$ cat config.mk
export PLATFORM = sky130hd
export DESIGN_NAME = adc_oversample_average_sequencer_unit
export DESIGN_NICKNAME = d
export VERILOG_FILES = /design/src/hdl/aos_pkg.sv /design/src/hdl/aos_divider.sv /design/src/hdl/adc_oversample_average_sequencer_unit.sv
export SDC_FILE = /design/constraint.sdc
export NUM_CORES = 1
export LEC_CHECK = 0
export BUFFER_PORTS_ARGS = -buffer_cell sky130_fd_sc_hd__buf_2
export CORE_MARGIN = 5
export CORE_UTILIZATION = 25
export CTS_BUF_LIST = sky130_fd_sc_hd__clkbuf_2 sky130_fd_sc_hd__clkbuf_4 sky130_fd_sc_hd__clkbuf_8
export CTS_CLUSTER_SIZE = 8
export DETAILED_ROUTE_END_ITERATION = 10
export PLACE_DENSITY = 0.52
export REMOVE_ABC_BUFFERS = 1
export SLEW_MARGIN = 20
export SYNTH_ARGS = -nofsm -noshare
export SYNTH_HDL_FRONTEND = slang
export SYNTH_SLANG_ARGS = --single-unit
$ cat constraint.sdc
create_clock -name clock -period 4.5 [get_ports clock]
set_input_delay 0.675 -clock clock [delete_from_list [all_inputs] [get_ports clock]]
set_output_delay 0.675 -clock clock [all_outputs]
set_load 0.02 [all_outputs]
$ cat src/hdl/aos_pkg.sv
// Package for the ADC oversampling averager.
// Holds field widths, the reset timeout and the divider status type.
// No dependencies.
package aos_pkg;

   localparam int COUNT_WIDTH = 7;
   localparam int CHAN_WIDTH  = 4;
   localparam int VALUE_WIDTH = 10;
   localparam int SUM_WIDTH   = 16;
   localparam int WAIT_WIDTH  = 8;

   localparam logic [WAIT_WIDTH-1:0] TIMEOUT_RESET = 8'd10;
   localparam logic [WAIT_WIDTH-1:0] WAIT_MAX      = 8'd255;

   typedef struct packed {
      logic busy;
      logic done;
   } div_status_type;

endpackage

$ cat src/hdl/aos_divider.sv
// Iterative restoring divider: 16-bit sum by a 7-bit sample count.
// One quotient bit per cycle; depends on aos_pkg.
module aos_divider
   import aos_pkg::*;
(
   input  logic                   clock,
   input  logic                   reset,
   input  logic                   start,
   input  logic [SUM_WIDTH-1:0]   dividend,
   input  logic [COUNT_WIDTH-1:0] divisor,
   output div_status_type         status,
   output logic [SUM_WIDTH-1:0]   quotient
);

   logic [SUM_WIDTH-1:0]         quo_ff, quo_in;
   logic [COUNT_WIDTH-1:0]       rem_ff, rem_in;
   logic [COUNT_WIDTH-1:0]       dvs_ff, dvs_in;
   logic [$clog2(SUM_WIDTH)-1:0] step_ff, step_in;
   logic                         busy_ff, busy_in;
   logic                         done_ff, done_in;
   logic [COUNT_WIDTH:0]         shifted;
   logic [COUNT_WIDTH:0]         trial;
   logic                         fits;

   always_comb begin
      shifted = {rem_ff, quo_ff[SUM_WIDTH-1]};
      trial   = shifted - {1'b0, dvs_ff};
      fits    = shifted >= {1'b0, dvs_ff};
      quo_in  = quo_ff;
      rem_in  = rem_ff;
      dvs_in  = dvs_ff;
      step_in = step_ff;
      busy_in = busy_ff;
      done_in = 1'b0;
      if (start) begin
         quo_in  = dividend;
         rem_in  = '0;
         dvs_in  = divisor;
         step_in = '1;
         busy_in = 1'b1;
      end else if (busy_ff) begin
         quo_in  = {quo_ff[SUM_WIDTH-2:0], fits};
         rem_in  = fits ? trial[COUNT_WIDTH-1:0] : shifted[COUNT_WIDTH-1:0];
         step_in = step_ff - 1'b1;
         if (step_ff == '0) begin
            busy_in = 1'b0;
            done_in = 1'b1;
         end
      end
   end

   always_ff @(posedge clock) begin
      quo_ff  <= quo_in;
      rem_ff  <= rem_in;
      dvs_ff  <= dvs_in;
      step_ff <= step_in;
      if (reset) begin
         busy_ff <= 1'b0;
         done_ff <= 1'b0;
      end else begin
         busy_ff <= busy_in;
         done_ff <= done_in;
      end
   end

   assign status.busy = busy_ff;
   assign status.done = done_ff;
   assign quotient    = quo_ff;

`ifndef SYNTHESIS
   assert property (@(posedge clock) disable iff (reset) done_ff |-> !busy_ff)
      else $error("divider done while still busy");
   assert property (@(posedge clock) disable iff (reset)
      start |=> busy_ff && step_ff == '1)
      else $error("divider did not start a full pass");
   assert property (@(posedge clock) disable iff (reset)
      busy_ff && step_ff == '0 && !start |=> done_ff && !busy_ff)
      else $error("divider did not finish after the last quotient bit");
`endif

endmodule

$ cat src/hdl/adc_oversample_average_sequencer_unit.sv
// ADC oversampling averager sequencer, top level.
// Decodes each poll word, keeps the sequence state and drives the divider.
// Depends on aos_pkg and aos_divider.
//
// Usage: every poll of the converter is one word on the req_ channel. Each
// accepted poll yields exactly one word on the rsp_ channel carrying the
// converter commands (power up, power down, start, clear done flag) and the
// running sum, or the average on the poll that completes a sequence.
// A poll that does not finish a sequence shows its response in the cycle
// after acceptance. The completing poll runs the serial divider, one
// quotient bit per cycle, and responds once the divider reports done.
// req_ready is low while the divider runs and while a response waits that
// is not being taken, so one poll is in flight at a time.
// When the receiver stalls, the response register holds its word and no new
// poll is accepted. Reset clears the sequence, the sum and the response valid
// flag and loads a timeout limit of 10. csr_write_enable writes the
// timeout limit at once.
module adc_oversample_average_sequencer_unit
   import aos_pkg::*;
#(
   parameter int MAX_SAMPLES = 64,
   parameter int SAMPLE_BITS = 10
) (
   input  logic                   clock,
   input  logic                   reset,
   input  logic                   csr_write_enable,
   input  logic [WAIT_WIDTH-1:0]  csr_write_data,
   input  logic                   req_valid,
   output logic                   req_ready,
   input  logic [COUNT_WIDTH-1:0] req_sample_count,
   input  logic [CHAN_WIDTH-1:0]  req_channel,
   input  logic                   req_conversion_done,
   input  logic [VALUE_WIDTH-1:0] req_conversion_value,
   output logic                   rsp_valid,
   input  logic                   rsp_ready,
   output logic                   rsp_finished,
   output logic [SUM_WIDTH-1:0]   rsp_result_value,
   output logic                   rsp_start_conversion,
   output logic [CHAN_WIDTH-1:0]  rsp_start_channel,
   output logic                   rsp_power_up,
   output logic                   rsp_power_down,
   output logic                   rsp_clear_done_flag
);

   localparam logic [COUNT_WIDTH-1:0] COUNT_MAX = COUNT_WIDTH'(MAX_SAMPLES);
   localparam logic [VALUE_WIDTH-1:0] VALUE_MASK = (SAMPLE_BITS >= VALUE_WIDTH) ?
      {VALUE_WIDTH{1'b1}} : VALUE_WIDTH'((1 << SAMPLE_BITS) - 1);

   localparam logic ST_IDLE   = 1'b0;
   localparam logic ST_DIVIDE = 1'b1;

   logic                   state_ff, state_in;
   logic [WAIT_WIDTH-1:0]  limit_ff, limit_in;
   logic [COUNT_WIDTH-1:0] index_ff, index_in;
   logic [WAIT_WIDTH-1:0]  wait_ff, wait_in;
   logic                   running_ff, running_in;
   logic [SUM_WIDTH-1:0]   sum_ff, sum_in;

   logic                   valid_ff, valid_in;
   logic                   fin_ff, fin_in;
   logic [SUM_WIDTH-1:0]   res_ff, res_in;
   logic                   start_ff, start_in;
   logic [CHAN_WIDTH-1:0]  chan_ff, chan_in;
   logic                   pup_ff, pup_in;
   logic                   pdown_ff, pdown_in;
   logic                   clr_ff, clr_in;

   logic                   accept;
   logic [COUNT_WIDTH-1:0] count;
   logic [SUM_WIDTH-1:0]   sum_add;
   logic [COUNT_WIDTH-1:0] index_inc;
   logic [WAIT_WIDTH-1:0]  wait_inc;
   logic                   div_start;
   div_status_type         div_stat;
   logic [SUM_WIDTH-1:0]   div_quotient;

   aos_divider u_divider (
      .clock    (clock),
      .reset    (reset),
      .start    (div_start),
      .dividend (sum_add),
      .divisor  (count),
      .status   (div_stat),
      .quotient (div_quotient)
   );

   assign req_ready = (state_ff == ST_IDLE) && (!valid_ff || rsp_ready);
   assign accept    = req_valid && req_ready;

   always_comb begin
      count     = (req_sample_count > COUNT_MAX) ? COUNT_MAX : req_sample_count;
      sum_add   = sum_ff + SUM_WIDTH'(req_conversion_value & VALUE_MASK);
      index_inc = index_ff + 1'b1;
      wait_inc  = (wait_ff == WAIT_MAX) ? wait_ff : wait_ff + 1'b1;

      state_in   = state_ff;
      limit_in   = csr_write_enable ? csr_write_data : limit_ff;
      index_in   = index_ff;
      wait_in    = wait_ff;
      running_in = running_ff;
      sum_in     = sum_ff;
      valid_in   = valid_ff && !rsp_ready;
      fin_in     = fin_ff;
      res_in     = res_ff;
      start_in   = start_ff;
      chan_in    = chan_ff;
      pup_in     = pup_ff;
      pdown_in   = pdown_ff;
      clr_in     = clr_ff;
      div_start  = 1'b0;

      case (state_ff)
         ST_IDLE: begin
            if (accept) begin
               valid_in = 1'b1;
               fin_in   = 1'b0;
               start_in = 1'b0;
               pup_in   = 1'b0;
               pdown_in = 1'b0;
               clr_in   = 1'b0;
               res_in   = sum_ff;
               if (count == '0) begin
                  pdown_in   = 1'b1;
                  index_in   = '0;
                  wait_in    = '0;
                  running_in = 1'b0;
               end else if (index_ff == '0) begin
                  pup_in     = !running_ff;
                  running_in = 1'b1;
                  clr_in     = 1'b1;
                  start_in   = 1'b1;
                  sum_in     = '0;
                  res_in     = '0;
                  wait_in    = '0;
                  index_in   = COUNT_WIDTH'(1);
               end else if (req_conversion_done) begin
                  clr_in  = 1'b1;
                  wait_in = '0;
                  if (index_inc > count) begin
                     index_in   = '0;
                     running_in = 1'b0;
                     fin_in     = 1'b1;
                     valid_in   = 1'b0;
                     div_start  = 1'b1;
                     state_in   = ST_DIVIDE;
                  end else begin
                     index_in = index_inc;
                     start_in = 1'b1;
                     sum_in   = sum_add;
                     res_in   = sum_add;
                  end
               end else begin
                  wait_in = wait_inc;
                  if (wait_inc >= limit_ff) begin
                     index_in = '0;
                  end
               end
               chan_in = start_in ? req_channel : '0;
            end
         end
         ST_DIVIDE: begin
            if (div_stat.done) begin
               sum_in   = div_quotient;
               res_in   = div_quotient;
               valid_in = 1'b1;
               state_in = ST_IDLE;
            end
         end
         default: begin
            state_in = ST_IDLE;
         end
      endcase
   end

   always_ff @(posedge clock) begin
      fin_ff   <= fin_in;
      res_ff   <= res_in;
      start_ff <= start_in;
      chan_ff  <= chan_in;
      pup_ff   <= pup_in;
      pdown_ff <= pdown_in;
      clr_ff   <= clr_in;
      if (reset) begin
         state_ff   <= ST_IDLE;
         limit_ff   <= TIMEOUT_RESET;
         index_ff   <= '0;
         wait_ff    <= TIMEOUT_RESET;
         running_ff <= 1'b0;
         sum_ff     <= '0;
         valid_ff   <= 1'b0;
      end else begin
         state_ff   <= state_in;
         limit_ff   <= limit_in;
         index_ff   <= index_in;
         wait_ff    <= wait_in;
         running_ff <= running_in;
         sum_ff     <= sum_in;
         valid_ff   <= valid_in;
      end
   end

   assign rsp_valid            = valid_ff;
   assign rsp_finished         = fin_ff;
   assign rsp_result_value     = res_ff;
   assign rsp_start_conversion = start_ff;
   assign rsp_start_channel    = chan_ff;
   assign rsp_power_up         = pup_ff;
   assign rsp_power_down       = pdown_ff;
   assign rsp_clear_done_flag  = clr_ff;

`ifndef SYNTHESIS
   assert property (@(posedge clock) disable iff (reset)
      div_stat.done |-> state_ff == ST_DIVIDE)
      else $error("Divider finished outside the divide state.");
   assert property (@(posedge clock) disable iff (reset)
      state_ff == ST_DIVIDE |-> !valid_ff && !req_ready)
      else $error("Response or poll handshake active during divide.");
   assert property (@(posedge clock) disable iff (reset)
      valid_ff && !start_ff |-> chan_ff == '0)
      else $error("Start channel set without a start request.");
   assert property (@(posedge clock) disable iff (reset)
      valid_ff && fin_ff |-> !pdown_ff && !start_ff && !pup_ff)
      else $error("Finished word carries a converter command.");
`endif

endmodule

==> results.yml <==
status:
  outcome: "finished, final reports clean"
synthesis:
  synth_top_area_share: 0.243
  syn_area_um2: 5940
  ys_ff_latch: 103
  synth.avg_cell_area_um2: 9.26
  synth-seq-area-share: 0.428
  yosysWarnings: 0
  synth_edf_count: 48
  ys_top_cells_by_area: "edfxtp_1 24%, dfxtp_1 19%, ha_1 7.6%"
  netlist_instances: 642
  ys_async_sr_fraction: 0
  ys_types: 72
  synth_top_area_cell: "edfxtp_1"
  synth_flop_cell: "dfxtp_1"
power:
  total_power_mw: 2.33
  power.leakage_nw: 2.65
  power_density_nw_per_um2: 344
  ir_worst_vdd_uv: 130
clock_tree:
  cts.sinks: 103
  clk_path_buf_depth: 2
  clkSlewWorstSetupHoldPaths_ns: 0.10
  cts_resized: 0
  cts_tree: "built"
  cts.htree.levels: 3
  ctsHoldBuffers: 0
  numCtsBuffers: 9
  clock_latency_ns: 0.39
  post_cts_buffers: 0
  clock-root-buffer: "clkbuf_8"
cells_and_area:
  final_area_um2: 6760
  antennaDiodeCount: 0
  area_delta_synth_final_pct: 13.8
  drive_above_1_share: 0.171
  layout_commonest_cell: "nand2_1"
  final_cell_mix: "74 x nand2_1, 61 x buf_2, 55 x nor2_1, 55 x dfxtp_1, 48 x edfxtp_1"
  finish.net_count: 763
worst_setup_path:
  end_kind: "register"
  cpPeakStageDelay_ns: 0.50
  crit_fanout: 15
  cp-startpoint: "index_ff[0]$_SDFFE_PP0P_"
  crit_required_ns: 4.82
  start_kind: "register"
  critical_path_class: "reg2reg"
  reg2reg_to: "sum_ff[7]$_SDFFE_PP0P_"
  r2r_setup_slack_ns: 0.95
  cp.arrival_ns: 3.87
  reg2regPathDepth: 14
  worstPathCellList: "ha_1 -> nand3_1 -> nor2_1 -> xor2_1 -> ha_1 -> nand4_1 -> a21oi_1 -> o32a_1 -> nand2_1 -> nand2_1 -> inv_2 -> o21ai_1 -> a222oi_1 -> nor2_1"
  critical_path.slowest_cell: "nand2_1"
  worstReg2RegStart: "index_ff[0]$_SDFFE_PP0P_"
timing:
  maxSlewHeadroom: 0.399
  drv_slew: 0
  period_needed_ns: 3.55
  tightest_slew_ns: 0.902
  fin_skew_ns: 0.0198
  fmax_ghz: 0.282
  rsz0062_at_grt: "false"
  fin_tns_setup_ns: 0
  timing.final.crit_share: 0.789
  holdWs_ns: 0.491
  finalSetupViolations: 0
  hold_viol: 0
  layout_setup_ws_ns: 0.951
global_route:
  grt-ovfl-total: 0
  antenna_found_initial: 0
  grt_pass1_vias: 4724
  grt_start_max_net_pins: 39
  grt_usage: 0.115
  grt_pass1_wl_um: 24500
min_path:
  holdPathEnd: "u_divider.rem_ff[6]$_SDFFE_PP0P_"
  min_from: "u_divider.rem_ff[6]$_SDFFE_PP0P_"
  hold_class: "reg2reg"
  hold_depth: 2
floorplanning:
  fp.dieArea_um2: 27000
  initial_core_util: 0.253
  num_rows: 56
  die_w_um: 164
  num_io_pins: 62
  core_area_um2: 23500
  die_h_um: 164
routing:
  postRouteAntennaNets: 0
  drc: 0
  avgRoutedWirePerCell_um: 15.0
  first_pass_iters: 5
  wl_um: 15200
  vias: 4746
  avgViaCountPerCell: 4.68
  dr.first_iter.drc_count: 347
place:
  place_area_um2: 6550
  dpl.hpwl_um: 11000
  portBuffers: 61
  pre_cts_slack_ns: 0.966
  gp_congestion: 0.831
job:
  cap_violations: 0
-- through the flow --
step | util | cells
floorplan | - | 613
global placement | 0.279 | 998
detailed placement | 0.279 | 998
CTS | 0.288 | 1014
global route | 0.288 | 1014
finish | 0.288 | 1014
-- sequential cells by signal, summed over array words and instances, names as in the netlist, 4 cells and up --
register            count
u_divider.quotient     16
rsp_result_value       16
u_divider.rem_ff        7
sum_ff                 16
wait_ff                 8
index_ff                7
u_divider.step_ff       4
u_divider.dvs_ff        7
limit_ff                8
rsp_start_channel       4
-- area by class of cell --
type                    instances  area [µm²]
clock buffers                  10         138
clock inverters                 6        77.6
fillers                      2472       16700
inverters                      39         146
multi-input cells             471        3120
flip-flops and latches        103        2540
well taps                     319         399
repair buffers                 66         343
-- layer usage --
layer / global-route usage / part of all wire / wire length, µm / up-vias
met3: 0.0266 / 0.044 / 666 / 12
met5: 0 / 0 / 0 / -
met1: 0.155 / 0.48 / 7320 / 2231
li1: - / - / - / 2408
met4: 0.0297 / 0.011 / 164 / 0
met2: 0.185 / 0.46 / 7030 / 95
-- critical path, delay by kind of cell (launching register included) --
family | cells | cell delay [ns]
compound gates | 4 | 0.99
xor+xnor | 1 | 0.23
fa+ha+maj | 2 | 0.42
buf+inv | 1 | 0.24
flops | 1 | 0.41
simple gates | 6 | 1.18
-- cell families (layout without fill, tap and decap cells) --
group / after synthesis / after routing / synth area share
AOI/OAI and AO/OA: 167 / 167 / 0.187
xor gates and xnor gates: 26 / 26 / 0.0383
adders and majority gates: 38 / 38 / 0.0825
buffers and inverters: 68 / 121 / 0.0478
DFF: 103 / 103 / 0.428
muxes: 23 / 23 / 0.0417
and+or+nand+nor: 217 / 217 / 0.175
-- cells in the mapped netlist, types with 3 or more instances --
cell,instances
a211oi_1,8
a21o_1,4
a21oi_1,44
a221o_1,3
a222oi_1,3
a22oi_1,7
a311o_1,3
a311oi_1,4
a31o_2,3
a31oi_1,7
and2_1,6
and3_1,3
buf_1,3
buf_2,7
clkbuf_1,15
dfxtp_1,55
edfxtp_1,48
ha_1,36
inv_1,34
inv_2,4
mux2_2,10
mux2i_1,12
nand2_1,74
nand2b_1,7
nand3_1,22
nand3b_1,3
nand4_1,6
nor2_1,55
nor2b_1,12
nor3_1,11
nor4_1,4
o211ai_1,5
o21a_1,4
o21ai_0,40
o21ai_1,5
o21bai_1,4
o31ai_1,3
o41ai_1,4
xnor2_1,18
xor2_1,8
-- where the power goes --
group	total (mW)	switching, mW	internal [mW]
Combinational	0.570	0.337	0.232
Clock	0.645	0.363	0.282
Sequential	1.11	0.0531	1.06
-- worst max-delay path by stage --
stage | endpoint | slack, ns | depth (start not counted)
floorplan | u_divider.quotient[0]$_DFFE_PP_ | 0.88 | 6
global placement | sum_ff[9]$_SDFFE_PP0P_ | 1.06 | 13
detailed placement | sum_ff[9]$_SDFFE_PP0P_ | 0.97 | 13
CTS | sum_ff[9]$_SDFFE_PP0P_ | 0.93 | 14
global route | sum_ff[7]$_SDFFE_PP0P_ | 0.62 | 14
finish | sum_ff[7]$_SDFFE_PP0P_ | 0.95 | 14
No activity file was read; power rests on OpenSTA's default activity.
